## src/hdl/assert_macros.svh

```systemverilog
// ----------------------------------------------------------------------------
// assert_macros.svh
// Shared concurrent assertion macros, clocked on clk, disabled in reset.
// ----------------------------------------------------------------------------
`ifndef ASSERT_MACROS_SVH
`define ASSERT_MACROS_SVH

// Same-cycle implication
`define AST_NOW(lbl, ante, cons, msg) \
  lbl: assert property (@(posedge clk) disable iff (!rst_n) (ante) |-> (cons)) \
    else $error(msg);

// Next-cycle implication
`define AST_NEXT(lbl, ante, cons, msg) \
  lbl: assert property (@(posedge clk) disable iff (!rst_n) (ante) |=> (cons)) \
    else $error(msg);

`endif

```

## src/hdl/kop_pkg.sv

```systemverilog
// ----------------------------------------------------------------------------
// kop_pkg
// Types, fixed-point constants and helper functions of the orbit solver.
// ----------------------------------------------------------------------------
package kop_pkg;

  localparam int FRAC_BITS    = 24;
  localparam int MAX_ITER_DEF = 30;

  // field and datapath widths
  localparam int TW       = 32;              // time value
  localparam int ECCW     = 24;              // eccentricity
  localparam int AXW      = 31;              // axis / rate / offset registers
  localparam int TOLW     = 24;
  localparam int CFGW     = 31;
  localparam int AW       = 27;              // wrapped angle
  localparam int NW       = 30;              // residual / angle sums
  localparam int CW       = 26;              // sin, cos in Q.F
  localparam int DENW     = 26;              // Newton denominator
  localparam int MAGW     = 27;              // residual magnitude
  localparam int DVW      = MAGW + FRAC_BITS; // dividend bits
  localparam int QMW      = 27;              // quotient modulo two pi
  localparam int MODW     = 43;              // mean anomaly remainder
  localparam int CRW      = 34;              // CORDIC x, y, z
  localparam int CORDIC_N = 32;
  localparam int PRW      = 58;              // serial product accumulator
  localparam int OUTW     = 104;

  // pi and derived moduli
  localparam logic [63:0] PI_Q61 = 64'h6487ED5110B4611A;
  localparam logic [63:0] PI_F_U = (PI_Q61 + (64'd1 << (60 - FRAC_BITS))) >> (61 - FRAC_BITS);
  localparam logic [63:0] TWO_U  = PI_F_U << 1;
  localparam logic [63:0] MOD_U  = (PI_Q61 + (64'd1 << (43 - FRAC_BITS))) >> (44 - FRAC_BITS);
  localparam logic [63:0] PI30_U = (PI_Q61 + (64'd1 << 30)) >> 31;
  localparam logic [63:0] HALF_U = (PI_Q61 + (64'd1 << 31)) >> 32;
  localparam logic [63:0] MOD2_U = MOD_U << 1;

  localparam logic signed [NW-1:0]  PI_S    = signed'(PI_F_U[NW-1:0]);
  localparam logic signed [NW-1:0]  TWO_S   = signed'(TWO_U[NW-1:0]);
  localparam logic signed [AW-1:0]  PI_A    = signed'(PI_F_U[AW-1:0]);
  localparam logic        [QMW:0]   QM_TWO  = TWO_U[QMW:0];
  localparam logic        [MODW+1:0] MOD_C  = MOD_U[MODW+1:0];
  localparam logic        [MODW+1:0] MOD2_C = MOD2_U[MODW+1:0];
  localparam logic signed [CRW-1:0] PI30_S  = signed'(PI30_U[CRW-1:0]);
  localparam logic signed [CRW-1:0] HALF_S  = signed'(HALF_U[CRW-1:0]);
  localparam logic signed [CRW-1:0] GAIN_S  = 34'sd652032874;
  localparam logic signed [NW-1:0]  ONE_S   = 30'sd1 <<< FRAC_BITS;

  // arctangent of 2^-i in unsigned Q0.30
  localparam logic [29:0] ATAN_TAB [CORDIC_N] = '{
    30'h3243F6A8, 30'h1DAC6705, 30'h0FADBAFC, 30'h07F56EA6, 30'h03FEAB76, 30'h01FFD55B,
    30'h00FFFAAA, 30'h007FFF55, 30'h003FFFEA, 30'h001FFFFD, 30'h000FFFFF, 30'h0007FFFF,
    30'h0003FFFF, 30'h0001FFFF, 30'h0000FFFF, 30'h00007FFF, 30'h00003FFF, 30'h00001FFF,
    30'h00000FFF, 30'h000007FF, 30'h000003FF, 30'h000001FF, 30'h000000FF, 30'h0000007F,
    30'h0000003F, 30'h0000001F, 30'h0000000F, 30'h00000008, 30'h00000004, 30'h00000002,
    30'h00000001, 30'h00000000
  };

  // register indexes
  typedef enum logic [2:0] {
    REG_ECC  = 3'd0,
    REG_MM   = 3'd1,
    REG_SA   = 3'd2,
    REG_SB   = 3'd3,
    REG_FO   = 3'd4,
    REG_TOL  = 3'd5
  } reg_idx_t;

  typedef enum logic [3:0] {
    ST_IDLE, ST_MMOD, ST_MWRAP, ST_CINIT, ST_CORD, ST_CFIN, ST_MUL,
    ST_EVAL, ST_DIV, ST_UPD, ST_XY, ST_SAT, ST_DONE
  } st_t;

  // Reduce an angle below three pi in magnitude into (-pi, pi]
  function automatic logic signed [AW-1:0] wrap_angle(input logic signed [NW-1:0] v);
    logic signed [NW-1:0] r;
    if (v > PI_S)
      r = v - TWO_S;
    else if (v <= -PI_S)
      r = v + TWO_S;
    else
      r = v;
    return r[AW-1:0];
  endfunction

  // Clamp a CORDIC output to plus or minus one
  function automatic logic signed [CW-1:0] clamp_one(input logic signed [CRW-7:0] v);
    logic signed [CRW-7:0] one;
    one = (CRW-6)'(1) <<< FRAC_BITS;
    if (v > one)
      return one[CW-1:0];
    else if (v < -one)
      return CW'(-one);
    else
      return v[CW-1:0];
  endfunction

  // Saturate to 32-bit signed
  function automatic logic [31:0] sat32(input logic signed [34:0] v);
    if (v > 35'sh07FFFFFFF)
      return 32'h7FFFFFFF;
    else if (v < -35'sh080000000)
      return 32'h80000000;
    else
      return v[31:0];
  endfunction

endpackage

```

## src/hdl/kepler_orbit_position.sv

```systemverilog
// ----------------------------------------------------------------------------
// kepler_orbit_position
// Orbit position from time by a Newton solve of Kepler's equation.
//
// Input stream (in_*): one word per time value. Output stream (out_*): one
// word per input with x, y, the eccentric anomaly, the step count and a
// converged flag. Configuration is to be written through cfg_* only while
// idle; the block itself does not enforce this. Per item the solver takes
// N Newton steps, N from 1 to MAX_ITER. The mean anomaly is formed one time
// bit a cycle; each step runs a bit-serial divider, a one-iteration-per-cycle
// CORDIC and two bit-serial multipliers, which form the final x, y too.
// One item is in work at a time; in_tready is high while the solver is idle.
// The result sits in an output register, so the next item is taken while it
// waits; a result that finds that register still full holds the solver.
// Reset restores the register defaults and sets the start anomaly to zero.
// ----------------------------------------------------------------------------
`include "assert_macros.svh"

module kepler_orbit_position
  import kop_pkg::*;
#(
  parameter int MAX_ITER = MAX_ITER_DEF
) (
  input  logic            clk,
  input  logic            rst_n,
  input  logic            in_tvalid,
  output logic            in_tready,
  input  logic [TW-1:0]   in_tdata,   // [31:0] time_value
  output logic            out_tvalid,
  input  logic            out_tready,
  output logic [OUTW-1:0] out_tdata,  // [31:0] pos_x, [63:32] pos_y,
                                      // [90:64] anomaly, [95:91] steps_used,
                                      // [96] converged, rest zero
  input  logic            cfg_we,
  input  logic [2:0]      cfg_addr,
  input  logic [CFGW-1:0] cfg_wdata
);

  localparam int SW        = $clog2(MAX_ITER + 1);
  localparam int STEPS_CAP = (MAX_ITER > 31) ? 31 : MAX_ITER;

  st_t state_r, state_nxt;
  logic [5:0] cnt_r;

  // configuration
  logic [ECCW-1:0] ecc_r;
  logic [AXW-1:0]  mm_r, sa_r, sb_r, fo_r;
  logic [TOLW-1:0] tol_r;

  // datapath
  logic [TW-1:0]            tv_r;
  logic [MODW-1:0]          mr_r;
  logic signed [AW-1:0]     m_r, ea_r, last_r;
  logic signed [CRW-1:0]    x_r, y_r, z_r;
  logic                     flip_r;
  logic signed [CW-1:0]     s_r, c_r;
  logic [AXW-1:0]           mp0_r, mp1_r;
  logic signed [PRW-1:0]    acc0_r, acc1_r;
  logic [DENW-1:0]          den_r, rem_r;
  logic                     neg_r;
  logic [DVW-1:0]           dv_r;
  logic [QMW-1:0]           qm_r;
  logic [SW-1:0]            steps_r;
  logic                     conv_r;
  logic [31:0]              px_r, py_r;
  logic                     ov_r;
  logic [OUTW-1:0]          od_r;

  logic in_acc, out_acc, out_load;
  assign in_tready  = (state_r == ST_IDLE);
  assign in_acc     = in_tvalid && in_tready;
  assign out_acc    = ov_r && out_tready;
  assign out_load   = (state_r == ST_DONE) && (!ov_r || out_tready);
  assign out_tvalid = ov_r;
  assign out_tdata  = od_r;

  // mean anomaly: Horner step of time*rate modulo 2*pi*2^(16+F)
  logic [MODW+1:0] mr2, mr_nxt;
  always_comb begin
    mr2 = {1'b0, mr_r, 1'b0} + (tv_r[TW-1] ? (MODW+2)'(mm_r) : '0);
    if (mr2 >= MOD2_C)
      mr_nxt = mr2 - MOD2_C;
    else if (mr2 >= MOD_C)
      mr_nxt = mr2 - MOD_C;
    else
      mr_nxt = mr2;
  end

  // CORDIC fold and iteration
  logic signed [CRW-1:0] z0, dx, dy, atan_v, xf, yf;
  always_comb begin
    z0     = {{(CRW-AW){ea_r[AW-1]}}, ea_r} <<< (30 - FRAC_BITS);
    dx     = y_r >>> cnt_r[4:0];
    dy     = x_r >>> cnt_r[4:0];
    atan_v = {{(CRW-30){1'b0}}, ATAN_TAB[cnt_r[4:0]]};
    xf     = flip_r ? -x_r : x_r;
    yf     = flip_r ? -y_r : y_r;
  end

  // serial multipliers, MSB of the multiplier first
  logic signed [CW-1:0]  mc0, mc1;
  logic signed [PRW-1:0] acc0_nxt, acc1_nxt, acc0_sh, acc1_sh;
  always_comb begin
    mc0      = (state_r == ST_XY) ? c_r : s_r;
    mc1      = (state_r == ST_XY) ? s_r : c_r;
    acc0_nxt = (acc0_r <<< 1)
             + (mp0_r[AXW-1] ? {{(PRW-CW){mc0[CW-1]}}, mc0} : '0);
    acc1_nxt = (acc1_r <<< 1)
             + (mp1_r[AXW-1] ? {{(PRW-CW){mc1[CW-1]}}, mc1} : '0);
    acc0_sh  = acc0_r >>> FRAC_BITS;
    acc1_sh  = acc1_r >>> FRAC_BITS;
  end

  // residual and denominator
  logic signed [NW-1:0] es, ec, num, den_w, mag_w;
  logic                 hit;
  always_comb begin
    es    = acc0_sh[NW-1:0];
    ec    = acc1_sh[NW-1:0];
    num   = {{(NW-AW){m_r[AW-1]}}, m_r} - {{(NW-AW){ea_r[AW-1]}}, ea_r} + es;
    den_w = ONE_S - ec;
    mag_w = num[NW-1] ? -num : num;
    hit   = (steps_r != '0) && ($unsigned(mag_w) <= NW'(tol_r));
  end

  // restoring divide with quotient reduced modulo two pi on the fly
  logic [DENW:0] r2;
  logic          ge;
  logic [QMW:0]  qm2;
  logic [DENW:0] rem_w;
  logic [QMW:0]  qm_w;
  always_comb begin
    r2    = {rem_r, dv_r[DVW-1]};
    ge    = (r2 >= {1'b0, den_r});
    rem_w = ge ? (r2 - {1'b0, den_r}) : r2;
    qm2   = {qm_r, ge};
    qm_w  = (qm2 >= QM_TWO) ? (qm2 - QM_TWO) : qm2;
  end

  // Newton update
  logic signed [NW-1:0] dq, upd;
  always_comb begin
    dq  = neg_r ? -$signed({{(NW-QMW){1'b0}}, qm_r}) : $signed({{(NW-QMW){1'b0}}, qm_r});
    upd = {{(NW-AW){ea_r[AW-1]}}, ea_r} + dq;
  end

  // output fields
  logic [6:0] steps_w;
  logic [4:0] steps_o;
  logic signed [34:0] xw, yw;
  always_comb begin
    steps_w = 7'(steps_r);
    steps_o = (steps_w > 7'd31) ? 5'd31 : steps_w[4:0];
    xw      = {acc0_sh[33], acc0_sh[33:0]} - {4'b0, fo_r};
    yw      = acc1_sh[34:0];
  end

  // next state
  always_comb begin
    state_nxt = state_r;
    case (state_r)
      ST_IDLE:  if (in_acc) state_nxt = ST_MMOD;
      ST_MMOD:  if (cnt_r == 6'(TW - 1)) state_nxt = ST_MWRAP;
      ST_MWRAP: state_nxt = ST_CINIT;
      ST_CINIT: state_nxt = ST_CORD;
      ST_CORD:  if (cnt_r == 6'(CORDIC_N - 1)) state_nxt = ST_CFIN;
      ST_CFIN:  state_nxt = ST_MUL;
      ST_MUL:   if (cnt_r == 6'(ECCW - 1)) state_nxt = ST_EVAL;
      ST_EVAL: begin
        if (hit || (steps_r == SW'(MAX_ITER)))
          state_nxt = ST_XY;
        else
          state_nxt = ST_DIV;
      end
      ST_DIV:   if (cnt_r == 6'(DVW - 1)) state_nxt = ST_UPD;
      ST_UPD:   state_nxt = ST_CINIT;
      ST_XY:    if (cnt_r == 6'(AXW - 1)) state_nxt = ST_SAT;
      ST_SAT:   state_nxt = ST_DONE;
      ST_DONE:  if (out_load) state_nxt = ST_IDLE;
      default:  state_nxt = ST_IDLE;
    endcase
  end

  // control registers
  always_ff @(posedge clk) begin
    if (!rst_n) begin
      state_r <= ST_IDLE;
      cnt_r   <= '0;
      ov_r    <= 1'b0;
      last_r  <= '0;
      ecc_r   <= '0;
      mm_r    <= AXW'(1) << FRAC_BITS;
      sa_r    <= AXW'(1) << FRAC_BITS;
      sb_r    <= AXW'(1) << FRAC_BITS;
      fo_r    <= '0;
      tol_r   <= TOLW'(1);
    end else begin
      state_r <= state_nxt;
      // restart the counter on every state change
      cnt_r   <= (state_nxt != state_r) ? 6'd0 : cnt_r + 6'd1;
      if (out_load) begin
        ov_r   <= 1'b1;
        last_r <= ea_r;
      end else if (out_acc) begin
        ov_r <= 1'b0;
      end
      if (cfg_we) begin
        case (cfg_addr)
          REG_ECC: ecc_r <= cfg_wdata[ECCW-1:0];
          REG_MM:  mm_r  <= cfg_wdata[AXW-1:0];
          REG_SA:  sa_r  <= cfg_wdata[AXW-1:0];
          REG_SB:  sb_r  <= cfg_wdata[AXW-1:0];
          REG_FO:  fo_r  <= cfg_wdata[AXW-1:0];
          REG_TOL: tol_r <= cfg_wdata[TOLW-1:0];
          default: ;
        endcase
      end
    end
  end

  // datapath registers
  always_ff @(posedge clk) begin
    case (state_r)
      ST_IDLE: begin
        tv_r <= in_tdata;
        mr_r <= '0;
      end
      ST_MMOD: begin
        mr_r <= mr_nxt[MODW-1:0];
        tv_r <= tv_r << 1;
      end
      ST_MWRAP: begin
        m_r     <= wrap_angle({{(NW-(MODW-16)){1'b0}}, mr_r[MODW-1:16]});
        ea_r    <= last_r;
        steps_r <= '0;
        conv_r  <= 1'b0;
      end
      ST_CINIT: begin
        // fold into [-pi/2, pi/2] by a half turn
        x_r <= GAIN_S;
        y_r <= '0;
        if (z0 > HALF_S) begin
          z_r    <= z0 - PI30_S;
          flip_r <= 1'b1;
        end else if (z0 < -HALF_S) begin
          z_r    <= z0 + PI30_S;
          flip_r <= 1'b1;
        end else begin
          z_r    <= z0;
          flip_r <= 1'b0;
        end
      end
      ST_CORD: begin
        if (!z_r[CRW-1]) begin
          x_r <= x_r - dx;
          y_r <= y_r + dy;
          z_r <= z_r - atan_v;
        end else begin
          x_r <= x_r + dx;
          y_r <= y_r - dy;
          z_r <= z_r + atan_v;
        end
      end
      ST_CFIN: begin
        c_r    <= clamp_one(xf[CRW-1:30-FRAC_BITS]);
        s_r    <= clamp_one(yf[CRW-1:30-FRAC_BITS]);
        mp0_r  <= {ecc_r, {(AXW-ECCW){1'b0}}};
        mp1_r  <= {ecc_r, {(AXW-ECCW){1'b0}}};
        acc0_r <= '0;
        acc1_r <= '0;
      end
      ST_MUL, ST_XY: begin
        acc0_r <= acc0_nxt;
        acc1_r <= acc1_nxt;
        mp0_r  <= mp0_r << 1;
        mp1_r  <= mp1_r << 1;
      end
      ST_EVAL: begin
        den_r  <= den_w[DENW-1:0];
        neg_r  <= num[NW-1];
        dv_r   <= {mag_w[MAGW-1:0], {FRAC_BITS{1'b0}}};
        rem_r  <= '0;
        qm_r   <= '0;
        conv_r <= hit;
        mp0_r  <= sa_r;
        mp1_r  <= sb_r;
        acc0_r <= '0;
        acc1_r <= '0;
      end
      ST_DIV: begin
        rem_r <= rem_w[DENW-1:0];
        qm_r  <= qm_w[QMW-1:0];
        dv_r  <= dv_r << 1;
      end
      ST_UPD: begin
        ea_r    <= wrap_angle(upd);
        steps_r <= steps_r + SW'(1);
      end
      ST_SAT: begin
        px_r <= sat32(xw);
        py_r <= sat32(yw);
      end
      ST_DONE: begin
        if (out_load)
          od_r <= {7'b0, conv_r, steps_o, ea_r, py_r, px_r};
      end
      default: ;
    endcase
  end

  // checks
  logic signed [AW-1:0] o_anom;
  logic [4:0]           o_steps;
  assign o_anom  = signed'(od_r[90:64]);
  assign o_steps = od_r[95:91];

  `AST_NEXT(a_one_in_work, in_acc, !in_tready, "second item taken while busy")
  `AST_NOW(a_anom_range, ov_r, (o_anom <= PI_A) && (o_anom > -PI_A), "anomaly out of range")
  `AST_NOW(a_conv_steps, ov_r && od_r[96], o_steps != 5'd0, "converged without a step")
  `AST_NOW(a_limit_steps, ov_r && !od_r[96], o_steps == 5'(STEPS_CAP), "early stop without convergence")

endmodule
```

## config.mk

```make
export PLATFORM = sky130hd
export DESIGN_NAME = kepler_orbit_position
export DESIGN_NICKNAME = d
export VERILOG_FILES = /design/src/hdl/kop_pkg.sv /design/src/hdl/kepler_orbit_position.sv
export VERILOG_INCLUDE_DIRS = /design/src /design/src/hdl
export SDC_FILE = /design/constraint.sdc
export NUM_CORES = 2
export LEC_CHECK = 0
export BUFFER_PORTS_ARGS = -buffer_cell sky130_fd_sc_hd__buf_4
export CAP_MARGIN = 20
export CORE_ASPECT_RATIO = 0.75
export CORE_MARGIN = 2
export CORE_UTILIZATION = 35
export DETAILED_ROUTE_END_ITERATION = 10
export SLEW_MARGIN = 40
export SYNTH_ARGS = -nofsm -noshare
export SYNTH_HDL_FRONTEND = slang
export SYNTH_SLANG_ARGS = --single-unit
```

## constraint.sdc

```tcl
create_clock -name clk -period 24.8 [get_ports clk]
set_clock_uncertainty 0.05 [all_clocks]
set_input_delay 1.24 -clock clk [delete_from_list [all_inputs] [get_ports clk]]
set_output_delay 1.24 -clock clk [all_outputs]
set_load 0.02 [all_outputs]
```

==> key figures <==
Outcome
  – Status: completed

Logic synthesis
  – Post-synth top cells: 1137 x nand2_1, 736 x edfxtp_1, 695 x nor2_1
  – Synth async-reset ratio: 0
  – Post-synth EDFFs: 736
  – Yosys cell types: 121
  – Count leader, synth: nand2_1
  – Yosys reg bits: 946
  – Synth warnings: 0
  – Synth top area cells: edfxtp_1 31%, ha_1 7.7%, nand2_1 6.0%
  – Synth area leader: edfxtp_1
  – Synth Flop Type: edfxtp_1
  – Area of the mapped netlist: 0.0709 mm2
  – Share of the yosys chip area belonging to registers: 0.371
  – Post-synthesis cell count: 7831
  – Synth top area share: 0.312
  – Avg Cell Area, Syn: 9.06 um2

Drt
  – Routed Antenna Nets: 0
  – Detailed Routing Iterations Pass 1: 8
  – Vias: 59700
  – DRC violation total after the first TritonRoute iteration: 6054
  – Wire per inst: 20.7 um
  – Vias per cell: 5.64
  – Drt drc: 0
  – Routed WL: 219000 um

Timing
  – Final period util: 0.351
  – Setup violators final: 0
  – Max-slew violations: 0
  – Min Clock Period, post-route: 8.71 ns
  – RSZ-0062 raised after global routing: no
  – Maximum operating frequency: 115 MHz
  – Setup_tns: 0 ns
  – Worst-Margin Slew: 0.908 ns
  – Slew headroom: 0.393
  – Final hold vios: 0

Placed design
  – DP Cell Count: 10400
  – GPL Wtd Cong: 0.961
  – Hpwl dp: 162000 um
  – Port Buffers: 169

Global route
  – GR met1 Demand/Resource: 0.311
  – Busiest grt layer: met1
  – Pin count of the biggest net entering global routing: 97
  – Vias in the first global route: 55500
  – First-pass GRT wire length: 335000 um
  – GRT met3 Usage: 0.0333
  – Initial antenna violation count: 5
  – All-Layer GR Usage: 0.205
  – Total grt overflow: 0
  – Met2 Use GR: 0.301

Cells and area
  – Area delta synth->final: 10.6%
  – Final #Nets: 8327
  – Fin util: 0.388
  – Share of cells above drive strength 1: 0.0942
  – Finished Layout Cells: 10600
  – Fillers: 20000

Setup path
  – Required time worst endpoint: 25.24 ns
  – Setup crit end kind: register
  – Setup Crit Path Kind: reg -> reg
  – Path depth of the worst reg2reg path: 37
  – Reg-to-Reg Start: ea_r[1]
  – Critical path's largest stage delay: 0.60 ns
  – Max FO, Critical Path: 32
  – Startpoint Class: register
  – CP dominant cell by count: a21oi_1
  – Crit Reg-Reg Endpoint: conv_r
  – Internal reg-to-reg setup slack: 16.09 ns
  – WP data arrival: 9.15 ns
  – Slowest-stage cell, CP: a221oi_1

Power
  – LEAKAGE: 29.5 nW
  – Max VDD drop: 0.0562 mV
  – PD cells: 46.8 mW/mm2

Min path
  – WHS Path Cells: 0
  – Hold Path Origin: px_r[1]
  – Tightest Hold Check Type: reg -> reg
  – WHS Endpoint: out_tdata[1]

CTS
  – Clock root buffer: clkbuf_16
  – Hold Buf Count CTS: 0
  – Reg clk slew, reported paths: 0.06 ns
  – Clk buf depth: 3
  – CTS tree: yes
  – Number of H-tree levels: 3
  – Clock Latency Late Sink: 0.74 ns
  – Cts bufs inserted: 106
  – Post-CTS Setup Inserts: 0
  – Clock Sinks: 946
  – Post_cts resized: 0

Floorplan
  – Die ar.: 0.206 mm2
  – Core Rows: 143
  – Initial Util: 0.351
  – Die H: 394 um
  – Core region area: 0.202 mm2
  – Die W: 524 um
  – # IOs: 177

Job
  – Max cap viols: 0
==> report_power, final <==
group	internal [mW]	total, mW	switching [mW]
clock network	0.903	1.62	0.719
registers	1.70	1.71	0.0123
logic	0.138	0.335	0.198
total	2.74	3.67	0.929
==> stage by stage <==
step	instance area (um2)	setup slack (ns)	power, mW	hold slack, ns
finish	78400	16.09	3.67	0.367
floorplan	70900	15.97	1.98	0.350
detailed placement	74700	16.14	2.07	0.355
CTS	78300	16.09	3.70	0.361
global placement	74600	16.22	2.07	0.354
global route	78400	15.30	3.80	0.361
==> per-layer routing <==
layer / routed length [um] / share of wire
met4: 4980 / 0.023
met5: 0 / 0
met3: 16200 / 0.074
met1: 105000 / 0.48
met2: 93000 / 0.42
==> flip-flops by register name, summed over array words and instances (netlist names), 27 cells and up <==
register / count
acc1_r: 58
mp0_r: 31
mp1_r: 31
last_r: 27
ea_r: 27
mr_r: 43
py_r: 32
m_r: 27
qm_r: 27
px_r: 32
tv_r: 32
x_r: 34
y_r: 34
fo_r: 31
dv_r: 27
z_r: 34
out_tdata: 97
sa_r: 31
mm_r: 31
sb_r: 31
acc0_r: 58
==> worst max path at each step <==
stage / cells after the start / start / to / slack [ns]
3_3_place_gp: 39 / ea_r[0] / state_r[1] / 16.22
5_1_grt: 38 / ea_r[1] / state_r[1] / 15.30
6_report: 37 / ea_r[1] / conv_r / 16.09
4_1_cts: 37 / ea_r[1] / conv_r / 16.09
3_5_place_dp: 37 / ea_r[1] / conv_r / 16.14
2_1_floorplan: 4 / state_r[0] / x_r[0] / 15.97
==> cells by family (layout without fill, tap and decap cells) <==
group           Yosys count  after routing  synth area share
compound gates         2109           2109             0.199
xor+xnor                628            628            0.0776
fa+ha+maj               448            448            0.0802
buf+inv                 662            724            0.0381
flops                   946            946             0.371
mux                     224            224            0.0495
other cells               1              9         0.0000529
simple gates           2813           2813             0.185
==> cell type report <==
type / count / area (um2) / share of cell area
multi-input cells: 6229 / 42200 / 0.538
clock inverters: 62 / 639 / 0.00815
diodes: 2 / 5.00 / 0.0000638
repair buffers: 249 / 2010 / 0.0256
flip-flops and latches: 946 / 26300 / 0.336
clock buffers: 137 / 2880 / 0.0368
well taps: 2682 / 3360 / 0.0428
inverters: 276 / 1040 / 0.0133
==> cell usage in the layout, fill, tap and decap left out, drive strengths merged, types with 264 or more instances in the layout <==
cell type and count:
a21boi 270, xnor2 364, a21oi 467, ha 437
nand2 1139, xor2 264, nor2 716, inv 282
o21ai 429, edfxtp 736
==> worst max-delay path, delay by kind of cell, from the launching register on <==
family / cells / cell delay (ns)
compound gates: 21 / 4.62
fa+ha+maj: 3 / 1.08
simple gates: 7 / 1.00
xor+xnor: 4 / 0.67
flops: 1 / 0.54
buf+inv: 2 / 0.49
(Power assumes the default switching activity.)
